$ cat src/rtl/core/abrd_pkg.sv
// abrd_pkg: shared constants for the alignment bad region detector.
// No dependencies; imported by every module of the block.

package abrd_pkg;

   localparam int POS_BITS_DEF   = 16;
   localparam int EVQ_DEPTH_DEF  = 4;
   localparam int CNT_BITS       = 16;
   localparam int RUN_BITS       = 7;
   localparam int BLK_BITS       = 5;
   localparam int MM_BITS        = 5;
   localparam logic [MM_BITS-1:0] MIN_MATCHES_RST = 5'd12;

endpackage

$ cat src/rtl/core/abrd_front.sv
// abrd_front: column classifier; tracks match run, region state and
// mismatch count, builds up to two events per accepted item.
// Depends on abrd_pkg.

module abrd_front #(
   parameter int POS_BITS = abrd_pkg::POS_BITS_DEF,
   localparam int EV_BITS = 2 * POS_BITS + abrd_pkg::CNT_BITS + 2
) (
   input  logic                        clock,
   input  logic                        reset,
   input  logic                        accept,
   input  logic                        csr_we,
   input  logic [abrd_pkg::MM_BITS-1:0] csr_wdata,
   input  logic [1:0]                  base_a,
   input  logic [1:0]                  base_b,
   input  logic [POS_BITS-1:0]         col_pos_a,
   input  logic [POS_BITS-1:0]         col_pos_b,
   input  logic                        block_first,
   input  logic                        block_last,
   input  logic                        alignment_first_block,
   input  logic                        alignment_last_block,
   output logic [1:0]                  ev_cnt,
   output logic [EV_BITS-1:0]          ev0,
   output logic [EV_BITS-1:0]          ev1
);
   import abrd_pkg::*;

   localparam logic [RUN_BITS-1:0] RUN_MAX = '1;
   localparam logic [BLK_BITS-1:0] BLK_MAX = '1;
   localparam logic [CNT_BITS-1:0] CNT_MAX = '1;
   localparam logic [POS_BITS-1:0] POS_MAX = '1;

   logic [MM_BITS-1:0]  min_matches_ff;
   logic [RUN_BITS-1:0] match_run_ff, match_run_in;
   logic                region_open_ff, region_open_in;
   logic [CNT_BITS-1:0] region_mm_ff, region_mm_in;
   logic [BLK_BITS-1:0] block_cols_ff, block_cols_in;
   logic [POS_BITS-1:0] fbs_a_ff, fbs_a_in;
   logic [POS_BITS-1:0] fbs_b_ff, fbs_b_in;

   logic                new_aln, mismatch;
   logic [POS_BITS-1:0] h_p, bo_a, bo_b;
   logic [POS_BITS:0]   near_lim;
   logic                near;
   logic [RUN_BITS-1:0] run0, run1;
   logic                open0, open1, open2;
   logic [CNT_BITS-1:0] mm0, mm1, mm2;
   logic                va, vb, a_end, b_end;
   logic [POS_BITS-1:0] a_pa, a_pb, b_pa, b_pb;
   logic [CNT_BITS-1:0] a_cnt, b_cnt;
   logic [BLK_BITS-1:0] k;
   logic [POS_BITS:0]   pa1, pb1, sa_w, sb_w;

   always_comb begin
      new_aln  = block_first && alignment_first_block;
      mismatch = (base_a != base_b);
      h_p      = {{(POS_BITS-MM_BITS){1'b0}}, min_matches_ff};

      fbs_a_in = new_aln ? col_pos_a : fbs_a_ff;
      fbs_b_in = new_aln ? col_pos_b : fbs_b_ff;

      if (block_first) begin
         block_cols_in = BLK_BITS'(1);
      end else if (block_cols_ff < BLK_MAX) begin
         block_cols_in = block_cols_ff + BLK_BITS'(1);
      end else begin
         block_cols_in = block_cols_ff;
      end
      run0  = block_first ? '0 : match_run_ff;
      open0 = new_aln ? 1'b0 : region_open_ff;
      mm0   = new_aln ? '0 : region_mm_ff;

      if (mismatch) begin
         run1 = '0;
         mm1  = (mm0 < CNT_MAX) ? mm0 + CNT_BITS'(1) : mm0;
      end else begin
         run1 = (run0 < RUN_MAX) ? run0 + RUN_BITS'(1) : run0;
         mm1  = mm0;
      end

      bo_a     = (col_pos_a >= h_p) ? col_pos_a - h_p : '0;
      bo_b     = (col_pos_b >= h_p) ? col_pos_b - h_p : '0;
      near_lim = {1'b0, fbs_a_in} + {1'b0, h_p};
      near     = alignment_first_block && ({1'b0, col_pos_a} < near_lim);

      // mismatch start or match-run end; never both in one column
      va    = 1'b0;
      a_end = 1'b0;
      a_pa  = bo_a;
      a_pb  = bo_b;
      a_cnt = '0;
      open1 = open0;
      open2 = open0;
      mm2   = mm1;
      match_run_in = run1;
      if (!open0 && mismatch) begin
         va    = 1'b1;
         open1 = 1'b1;
         open2 = 1'b1;
         if (near) begin
            a_pa = fbs_a_in;
            a_pb = fbs_b_in;
         end
      end
      if (open1 && !mismatch && (run1 == {1'b0, min_matches_ff, 1'b0})) begin
         va    = 1'b1;
         a_end = 1'b1;
         a_cnt = mm1;
         open2 = 1'b0;
         mm2   = '0;
         match_run_in = run1 - {{(RUN_BITS-MM_BITS){1'b0}}, min_matches_ff};
      end

      // block boundary event
      k    = (block_cols_in < min_matches_ff) ? block_cols_in : min_matches_ff;
      pa1  = {1'b0, col_pos_a} + (POS_BITS+1)'(1);
      pb1  = {1'b0, col_pos_b} + (POS_BITS+1)'(1);
      sa_w = (pa1 >= {{(POS_BITS+1-BLK_BITS){1'b0}}, k}) ?
             pa1 - {{(POS_BITS+1-BLK_BITS){1'b0}}, k} : '0;
      sb_w = (pb1 >= {{(POS_BITS+1-BLK_BITS){1'b0}}, k}) ?
             pb1 - {{(POS_BITS+1-BLK_BITS){1'b0}}, k} : '0;
      vb    = 1'b0;
      b_end = 1'b0;
      b_pa  = sa_w[POS_BITS] ? POS_MAX : sa_w[POS_BITS-1:0];
      b_pb  = sb_w[POS_BITS] ? POS_MAX : sb_w[POS_BITS-1:0];
      b_cnt = '0;
      region_open_in = open2;
      region_mm_in   = mm2;
      if (block_last) begin
         if (!alignment_last_block) begin
            if (!open2) begin
               vb = 1'b1;
               region_open_in = 1'b1;
            end
         end else if (open2) begin
            vb    = 1'b1;
            b_end = 1'b1;
            b_pa  = col_pos_a;
            b_pb  = col_pos_b;
            b_cnt = mm2;
            region_open_in = 1'b0;
            region_mm_in   = '0;
         end
      end

      ev_cnt = {1'b0, va} + {1'b0, vb};
      ev0 = va ? {a_end, a_pa, a_pb, a_cnt, !vb} : {b_end, b_pa, b_pb, b_cnt, 1'b1};
      ev1 = {b_end, b_pa, b_pb, b_cnt, 1'b1};
   end

   always_ff @(posedge clock) begin
      if (reset) begin
         min_matches_ff <= MIN_MATCHES_RST;
         match_run_ff   <= '0;
         region_open_ff <= 1'b0;
         region_mm_ff   <= '0;
         block_cols_ff  <= '0;
         fbs_a_ff       <= '0;
         fbs_b_ff       <= '0;
      end else begin
         if (csr_we) begin
            min_matches_ff <= csr_wdata;
         end
         if (accept) begin
            match_run_ff   <= match_run_in;
            region_open_ff <= region_open_in;
            region_mm_ff   <= region_mm_in;
            block_cols_ff  <= block_cols_in;
            fbs_a_ff       <= fbs_a_in;
            fbs_b_ff       <= fbs_b_in;
         end
      end
   end

endmodule

$ cat src/rtl/core/abrd_evq.sv
// abrd_evq: event queue between classifier and result port; takes up to
// two events per cycle, hands out one. Depends on abrd_pkg.

module abrd_evq #(
   parameter int DEPTH = abrd_pkg::EVQ_DEPTH_DEF,
   parameter int WIDTH = 50
) (
   input  logic             clock,
   input  logic             reset,
   input  logic [1:0]       wr_cnt,
   input  logic [WIDTH-1:0] wr_data0,
   input  logic [WIDTH-1:0] wr_data1,
   input  logic             rd_en,
   output logic [WIDTH-1:0] rd_data,
   output logic             full,
   output logic             empty
);
   import abrd_pkg::*;

   localparam int AW = (DEPTH > 1) ? $clog2(DEPTH) : 1;
   localparam int CW = $clog2(DEPTH + 1);
   localparam logic [AW-1:0] LAST_IDX = AW'(DEPTH - 1);
   localparam logic [CW-1:0] FULL_LVL = CW'(DEPTH - 2);

   logic [WIDTH-1:0] mem_ff [DEPTH];
   logic [AW-1:0]    wp_ff, wp_in, wp1, rp_ff, rp_in;
   logic [CW-1:0]    count_ff, count_in;
   logic             do_rd;

   function automatic logic [AW-1:0] nxt(input logic [AW-1:0] p);
      return (p == LAST_IDX) ? '0 : p + AW'(1);
   endfunction

   always_comb begin
      empty    = (count_ff == '0);
      full     = (count_ff > FULL_LVL);
      do_rd    = rd_en && !empty;
      rd_data  = mem_ff[rp_ff];
      wp1      = nxt(wp_ff);
      wp_in    = (wr_cnt == 2'd2) ? nxt(wp1) : ((wr_cnt == 2'd1) ? wp1 : wp_ff);
      rp_in    = do_rd ? nxt(rp_ff) : rp_ff;
      count_in = count_ff + {{(CW-2){1'b0}}, wr_cnt} - {{(CW-1){1'b0}}, do_rd};
   end

   always_ff @(posedge clock) begin
      if (reset) begin
         wp_ff    <= '0;
         rp_ff    <= '0;
         count_ff <= '0;
      end else begin
         wp_ff    <= wp_in;
         rp_ff    <= rp_in;
         count_ff <= count_in;
      end
   end

   always_ff @(posedge clock) begin
      if (wr_cnt != 2'd0) begin
         mem_ff[wp_ff] <= wr_data0;
      end
      if (wr_cnt == 2'd2) begin
         mem_ff[wp1] <= wr_data1;
      end
   end

endmodule

$ cat src/rtl/core/alignment_bad_region_detector.sv
// alignment_bad_region_detector: top level; classifier front plus event queue.
// Depends on abrd_pkg, abrd_front, abrd_evq.
//
// Input side is a queue write port: an item (one alignment column) is taken
// on a clock edge with push high and full low. Result side is a queue read
// port: the oldest event sits on rsp_* while empty is low and leaves on an
// edge with pop high. One column makes zero, one or two events, in order;
// rsp_last_of_run marks the final event of a column.
// An event is visible in the cycle after its column is taken.
// Throughput: one column per cycle while the reader pops every cycle and
// columns make at most one event; the result port moves one event a cycle,
// so two-event columns build up the queue. An EVQ_DEPTH event queue
// decouples the sides; full rises when fewer than two slots are free.
// csr_we/csr_wdata write min_matches; write it only while the block is idle.
// Reset (synchronous) clears all tracking state, empties the queue and sets
// min_matches to 12. A stalled reader backs up the queue, then raises full.

module alignment_bad_region_detector #(
   parameter int POS_BITS  = abrd_pkg::POS_BITS_DEF,
   parameter int EVQ_DEPTH = abrd_pkg::EVQ_DEPTH_DEF
) (
   input  logic                         clock,
   input  logic                         reset,
   input  logic                         push,
   output logic                         full,
   input  logic [1:0]                   req_base_a,
   input  logic [1:0]                   req_base_b,
   input  logic [POS_BITS-1:0]          req_col_pos_a,
   input  logic [POS_BITS-1:0]          req_col_pos_b,
   input  logic                         req_block_first,
   input  logic                         req_block_last,
   input  logic                         req_alignment_first_block,
   input  logic                         req_alignment_last_block,
   output logic                         empty,
   input  logic                         pop,
   output logic                         rsp_is_end,
   output logic [POS_BITS-1:0]          rsp_event_pos_a,
   output logic [POS_BITS-1:0]          rsp_event_pos_b,
   output logic [abrd_pkg::CNT_BITS-1:0] rsp_mismatch_count,
   output logic                         rsp_last_of_run,
   input  logic                         csr_we,
   input  logic [abrd_pkg::MM_BITS-1:0]  csr_wdata
);
   import abrd_pkg::*;

   localparam int EV_BITS = 2 * POS_BITS + CNT_BITS + 2;

   logic               accept;
   logic [1:0]         ev_cnt, wr_cnt;
   logic [EV_BITS-1:0] ev0, ev1, rd_data;

   assign accept = push && !full;
   assign wr_cnt = accept ? ev_cnt : 2'd0;

   abrd_front #(.POS_BITS(POS_BITS)) u_front (
      .clock                 (clock),
      .reset                 (reset),
      .accept                (accept),
      .csr_we                (csr_we),
      .csr_wdata             (csr_wdata),
      .base_a                (req_base_a),
      .base_b                (req_base_b),
      .col_pos_a             (req_col_pos_a),
      .col_pos_b             (req_col_pos_b),
      .block_first           (req_block_first),
      .block_last            (req_block_last),
      .alignment_first_block (req_alignment_first_block),
      .alignment_last_block  (req_alignment_last_block),
      .ev_cnt                (ev_cnt),
      .ev0                   (ev0),
      .ev1                   (ev1)
   );

   abrd_evq #(.DEPTH(EVQ_DEPTH), .WIDTH(EV_BITS)) u_evq (
      .clock    (clock),
      .reset    (reset),
      .wr_cnt   (wr_cnt),
      .wr_data0 (ev0),
      .wr_data1 (ev1),
      .rd_en    (pop),
      .rd_data  (rd_data),
      .full     (full),
      .empty    (empty)
   );

   assign rsp_is_end         = rd_data[EV_BITS-1];
   assign rsp_event_pos_a    = rd_data[EV_BITS-2 -: POS_BITS];
   assign rsp_event_pos_b    = rd_data[EV_BITS-2-POS_BITS -: POS_BITS];
   assign rsp_mismatch_count = rd_data[CNT_BITS:1];
   assign rsp_last_of_run    = rd_data[0];

   a_ev_cnt_range: assert property (@(posedge clock) disable iff (reset)
      ev_cnt != 2'd3)
      else $error("more than two events from one item");

   a_pair_kinds: assert property (@(posedge clock) disable iff (reset)
      (ev_cnt == 2'd2) |-> (ev0[EV_BITS-1] != ev1[EV_BITS-1]) && !ev0[0] && ev1[0])
      else $error("event pair of one item malformed");

   a_event_visible: assert property (@(posedge clock) disable iff (reset)
      (accept && ev_cnt != 2'd0) |=> !empty)
      else $error("event of accepted item not visible");

   a_quiet_no_push: assert property (@(posedge clock) disable iff (reset)
      (empty && !accept) |=> empty)
      else $error("result appeared without an accepted item");

endmodule
$ cat config.mk
export PLATFORM = sky130hd
export DESIGN_NAME = alignment_bad_region_detector
export DESIGN_NICKNAME = d
export VERILOG_FILES = /design/src/rtl/core/abrd_pkg.sv /design/src/rtl/core/abrd_front.sv /design/src/rtl/core/abrd_evq.sv /design/src/rtl/core/alignment_bad_region_detector.sv
export SDC_FILE = /design/constraint.sdc
export NUM_CORES = 1
export LEC_CHECK = 0
export ABC_AREA = 1
export BUFFER_PORTS_ARGS = -buffer_cell sky130_fd_sc_hd__buf_2
export CAP_MARGIN = 40
export CORE_MARGIN = 4
export CORE_UTILIZATION = 55
export CTS_BUF_LIST = sky130_fd_sc_hd__clkbuf_8 sky130_fd_sc_hd__clkbuf_16
export CTS_CLUSTER_DIAMETER = 200
export CTS_CLUSTER_SIZE = 12
export DETAILED_ROUTE_END_ITERATION = 6
export PLACE_DENSITY = 0.76
export SETUP_SLACK_MARGIN = 0.05
export SLEW_MARGIN = 30
export SYNTH_ARGS = -nofsm -noshare
export SYNTH_HDL_FRONTEND = slang
export SYNTH_SLANG_ARGS = --single-unit
$ cat constraint.sdc
create_clock -name clock -period 4.88 [get_ports clock]
set_clock_uncertainty 0.15 [all_clocks]
set_input_delay 0.976 -clock clock [delete_from_list [all_inputs] [get_ports clock]]
set_output_delay 0.976 -clock clock [all_outputs]
set_load 0.1 [all_outputs]
==> metrics <==
period utilization 93.5%; Clock Power Share 16.8%; total CTS buffers 26; total power draw 11.1 mW; I/O Buffers 101; Synth top area share 29.3%; R2R Path Start u_front.block_cols_ff[1]; share of cells above drive strength 1 16.6%; ANT nets after route 0; number of synthesized flops with an enable pin 196; CP max-delay cell ha_1; HPWL after detailed placement 48,600 um; starting density of the core 56.1%; Peak Freq 219 MHz; status finished clean; DRC Markers 0; dpl cells 3,479; vias in the first global route 19.3k; normalized max-slew margin 48.5%; cell taking the most area after synthesis edfxtp_1; Synth async-reset ratio 0%; minimum clock period 4.56 ns; GPL Wtd Cong 0.993; Final setup viols 0; ys flop type edfxtp_1; mapped cell area 20,100 sq um; RSZ-0062 raised after global routing true; CTS hold repair buffers 0; Routed WL 68,100 um; first drt pass iteration count 6; DR vias/cell 5.88; sw power 5.74 mW; top-count cell post-synth nand2_1; final setup TNS 0 ns; mean post-synth cell area 6.96 sq um; largest net degree at the start of global routing 61; gr usage total 33.0%; R2R cell count 29; max cap viols 0; CTS tree built; post-synthesis sequential area ratio 37.2%; Reg power frac 27.8%; WS Path Type input port to flop; nets 3,182; # rows 69; reg-to-reg slack, setup 0.37 ns; crit path to u_evq.mem_ff[2][40]; placed cell area 22,400 sq um; final hold vios 0; Clock transition at path regs 0.06 ns; synthesized flop and latch total 275; CP max FO 10; final core occ 65.9%; combinational power share 55.4%; final std cells w/o fill 3,545; Skew-Pair Late Insertion Delay 0.58 ns; type of origin of the critical path input port; crit-path most repeated cell nand2_1; Worst EP arrival 4.73 ns; Synth cell types 54; syn nets 3,006; post-synthesis cell count 2,881; Critical Path RT 5.04 ns; Worst Max-Slew Pin Slew 0.764 ns; Power Dens Cells 473 nW/um^2; cell area after layout 23,600 sq um; Leak 10.7 nW; DR WL/cell 19.2 um; Sw Share 51.5%; clk sink count 275; antenna violations before repair 10; IO Count 102; Longest Clk Path Bufs 3; core area 35,700 sq um; Die Y 199 um; first-pass GRT wire length 105,000 um; yosys warns 0; CTS Root Buffer Type clkbuf_16; Setup crit end kind flop; Critical Path Source req_block_first; Vias 20.8k; max-slew violations 0; GRT Residual Overflow 0; DR iter-0 viols 2,612; max incr delay on CP 0.29 ns; P&R area growth vs syn 17.4%; die width 199 um; die area 39,600 sq um; Pint 5.40 mW; synth top area cells edfxtp_1 (29%), nand2_1 (18%), dfxtp_1 (7.9%); worst hold path class flop to flop; r2r endpoint u_evq.mem_ff[2][40]; H-tree Lvls 1; Synth top cells by count nand2_1 (940), nor2_1 (275), nand3_1 (261); peak supply drop 492 uV
kinds of logic after synthesis:
family	Yosys count	share of synthesized area, %
DFF	275	37.2
buffers and inverters	412	8.63
xor gates and xnor gates	61	2.70
and+or+nand+nor	1628	34.9
muxes	1	0.0499
AOI/OAI and AO/OA	429	11.6
adders and majority gates	75	4.94
critical path: cells and delay by family:
kind | cells | cell delay (ns)
buffers and inverters | 4 | 0.44
adder cells (fa/ha/maj) | 2 | 0.55
AND/OR/NAND/NOR | 20 | 1.89
XOR/XNOR | 1 | 0.16
AO/OA/AOI/OAI | 5 | 0.71
power groups by stage:
stage	clock, mW	sequential, mW	combinational [mW]
after global placement	0	3.12	5.85
after CTS	1.88	3.09	5.99
after global routing	1.97	3.12	6.54
final	1.88	3.09	6.17
after detailed placement	0	3.14	5.97
after floorplan	0	3.08	4.41
metal layers:
metal / track usage [%] / part of all wire (%) / vias to the layer above
li1: - / - / 9857
met1: 46.8 / 40 / 9552
met2: 51.4 / 44 / 1251
met3: 7.33 / 12 / 183
met4: 9.17 / 2.7 / 6
met5: 0 / 0.069 / -
final cells by class:
cell class / count / area, sq um
fill: 3060 / 12200
multi-input combinational: 2196 / 11300
sequential: 275 / 7470
timing repair buffer: 286 / 2370
inverter: 272 / 1030
clock buffer: 26 / 651
tap: 461 / 577
clock inverter: 21 / 105
antenna: 8 / 20.0
registers in the layout, summed over array words and instances (netlist names), named ones only:
name,flops
u_evq.wp_ff,2
u_evq.rp_ff,2
u_front.fbs_a_ff,16
u_front.match_run_ff,7
u_front.fbs_b_ff,16
u_evq.count_ff,3
u_front.region_mm_ff,16
u_evq.mem_ff,200
u_front.region_open_ff,1
u_front.block_cols_ff,5
u_front.min_matches_ff,5
through the flow:
| step | worst slack (ns) | hold slack, ns |
|---|---|---|
| after floorplan | -0.216 | 0.280 |
| after global placement | -0.322 | 0.292 |
| after detailed placement | -0.425 | 0.302 |
| after CTS | 0.0977 | 0.311 |
| after global routing | 0.0272 | 0.325 |
| final | 0.319 | 0.303 |
timing repair:
action,CTS,global route
gates resized for setup,0,56
setup buffers,0,4
endpoints found under the hold margin,0,0
setup endpoints to repair,0,128
how the worst min path moves through the flow:
stage / startpoint / to / slack (ns) / cells past startpoint
2_1_floorplan: u_front.fbs_a_ff[0] / u_front.fbs_a_ff[0] / 0.28 / 2
3_3_place_gp: u_front.fbs_a_ff[8] / u_front.fbs_a_ff[8] / 0.29 / 2
3_5_place_dp: u_front.fbs_a_ff[8] / u_front.fbs_a_ff[8] / 0.30 / 2
4_1_cts: u_front.fbs_a_ff[8] / u_front.fbs_a_ff[8] / 0.31 / 2
5_1_grt: u_front.fbs_a_ff[15] / u_front.fbs_a_ff[15] / 0.32 / 2
6_report: u_front.fbs_a_ff[8] / u_front.fbs_a_ff[8] / 0.30 / 2
layout by cell type (no fill, tap or decap), types with 5 or more instances in the layout:
cell type	instances
a211oi_1	20
a21oi_1	69
a21oi_2	5
buf_12	32
buf_2	100
buf_4	145
clkbuf_16	28
dfxtp_1	76
diode_2	8
edfxtp_1	196
fa_1	6
ha_1	65
inv_1	262
inv_2	25
nand2_1	908
nand2_2	41
nand2_4	8
nand2_8	6
nand3_1	230
nand3_2	56
nand3_4	6
nand3b_1	12
nand4_1	33
nor2_1	268
nor2_2	15
nor3_1	17
nor4_1	6
o211ai_1	5
o21ai_0	230
o21ai_1	23
o21ai_2	6
o22ai_1	55
or2_2	13
xnor2_1	16
xor2_1	44
Note: power is estimated with default switching activity, not from simulation.
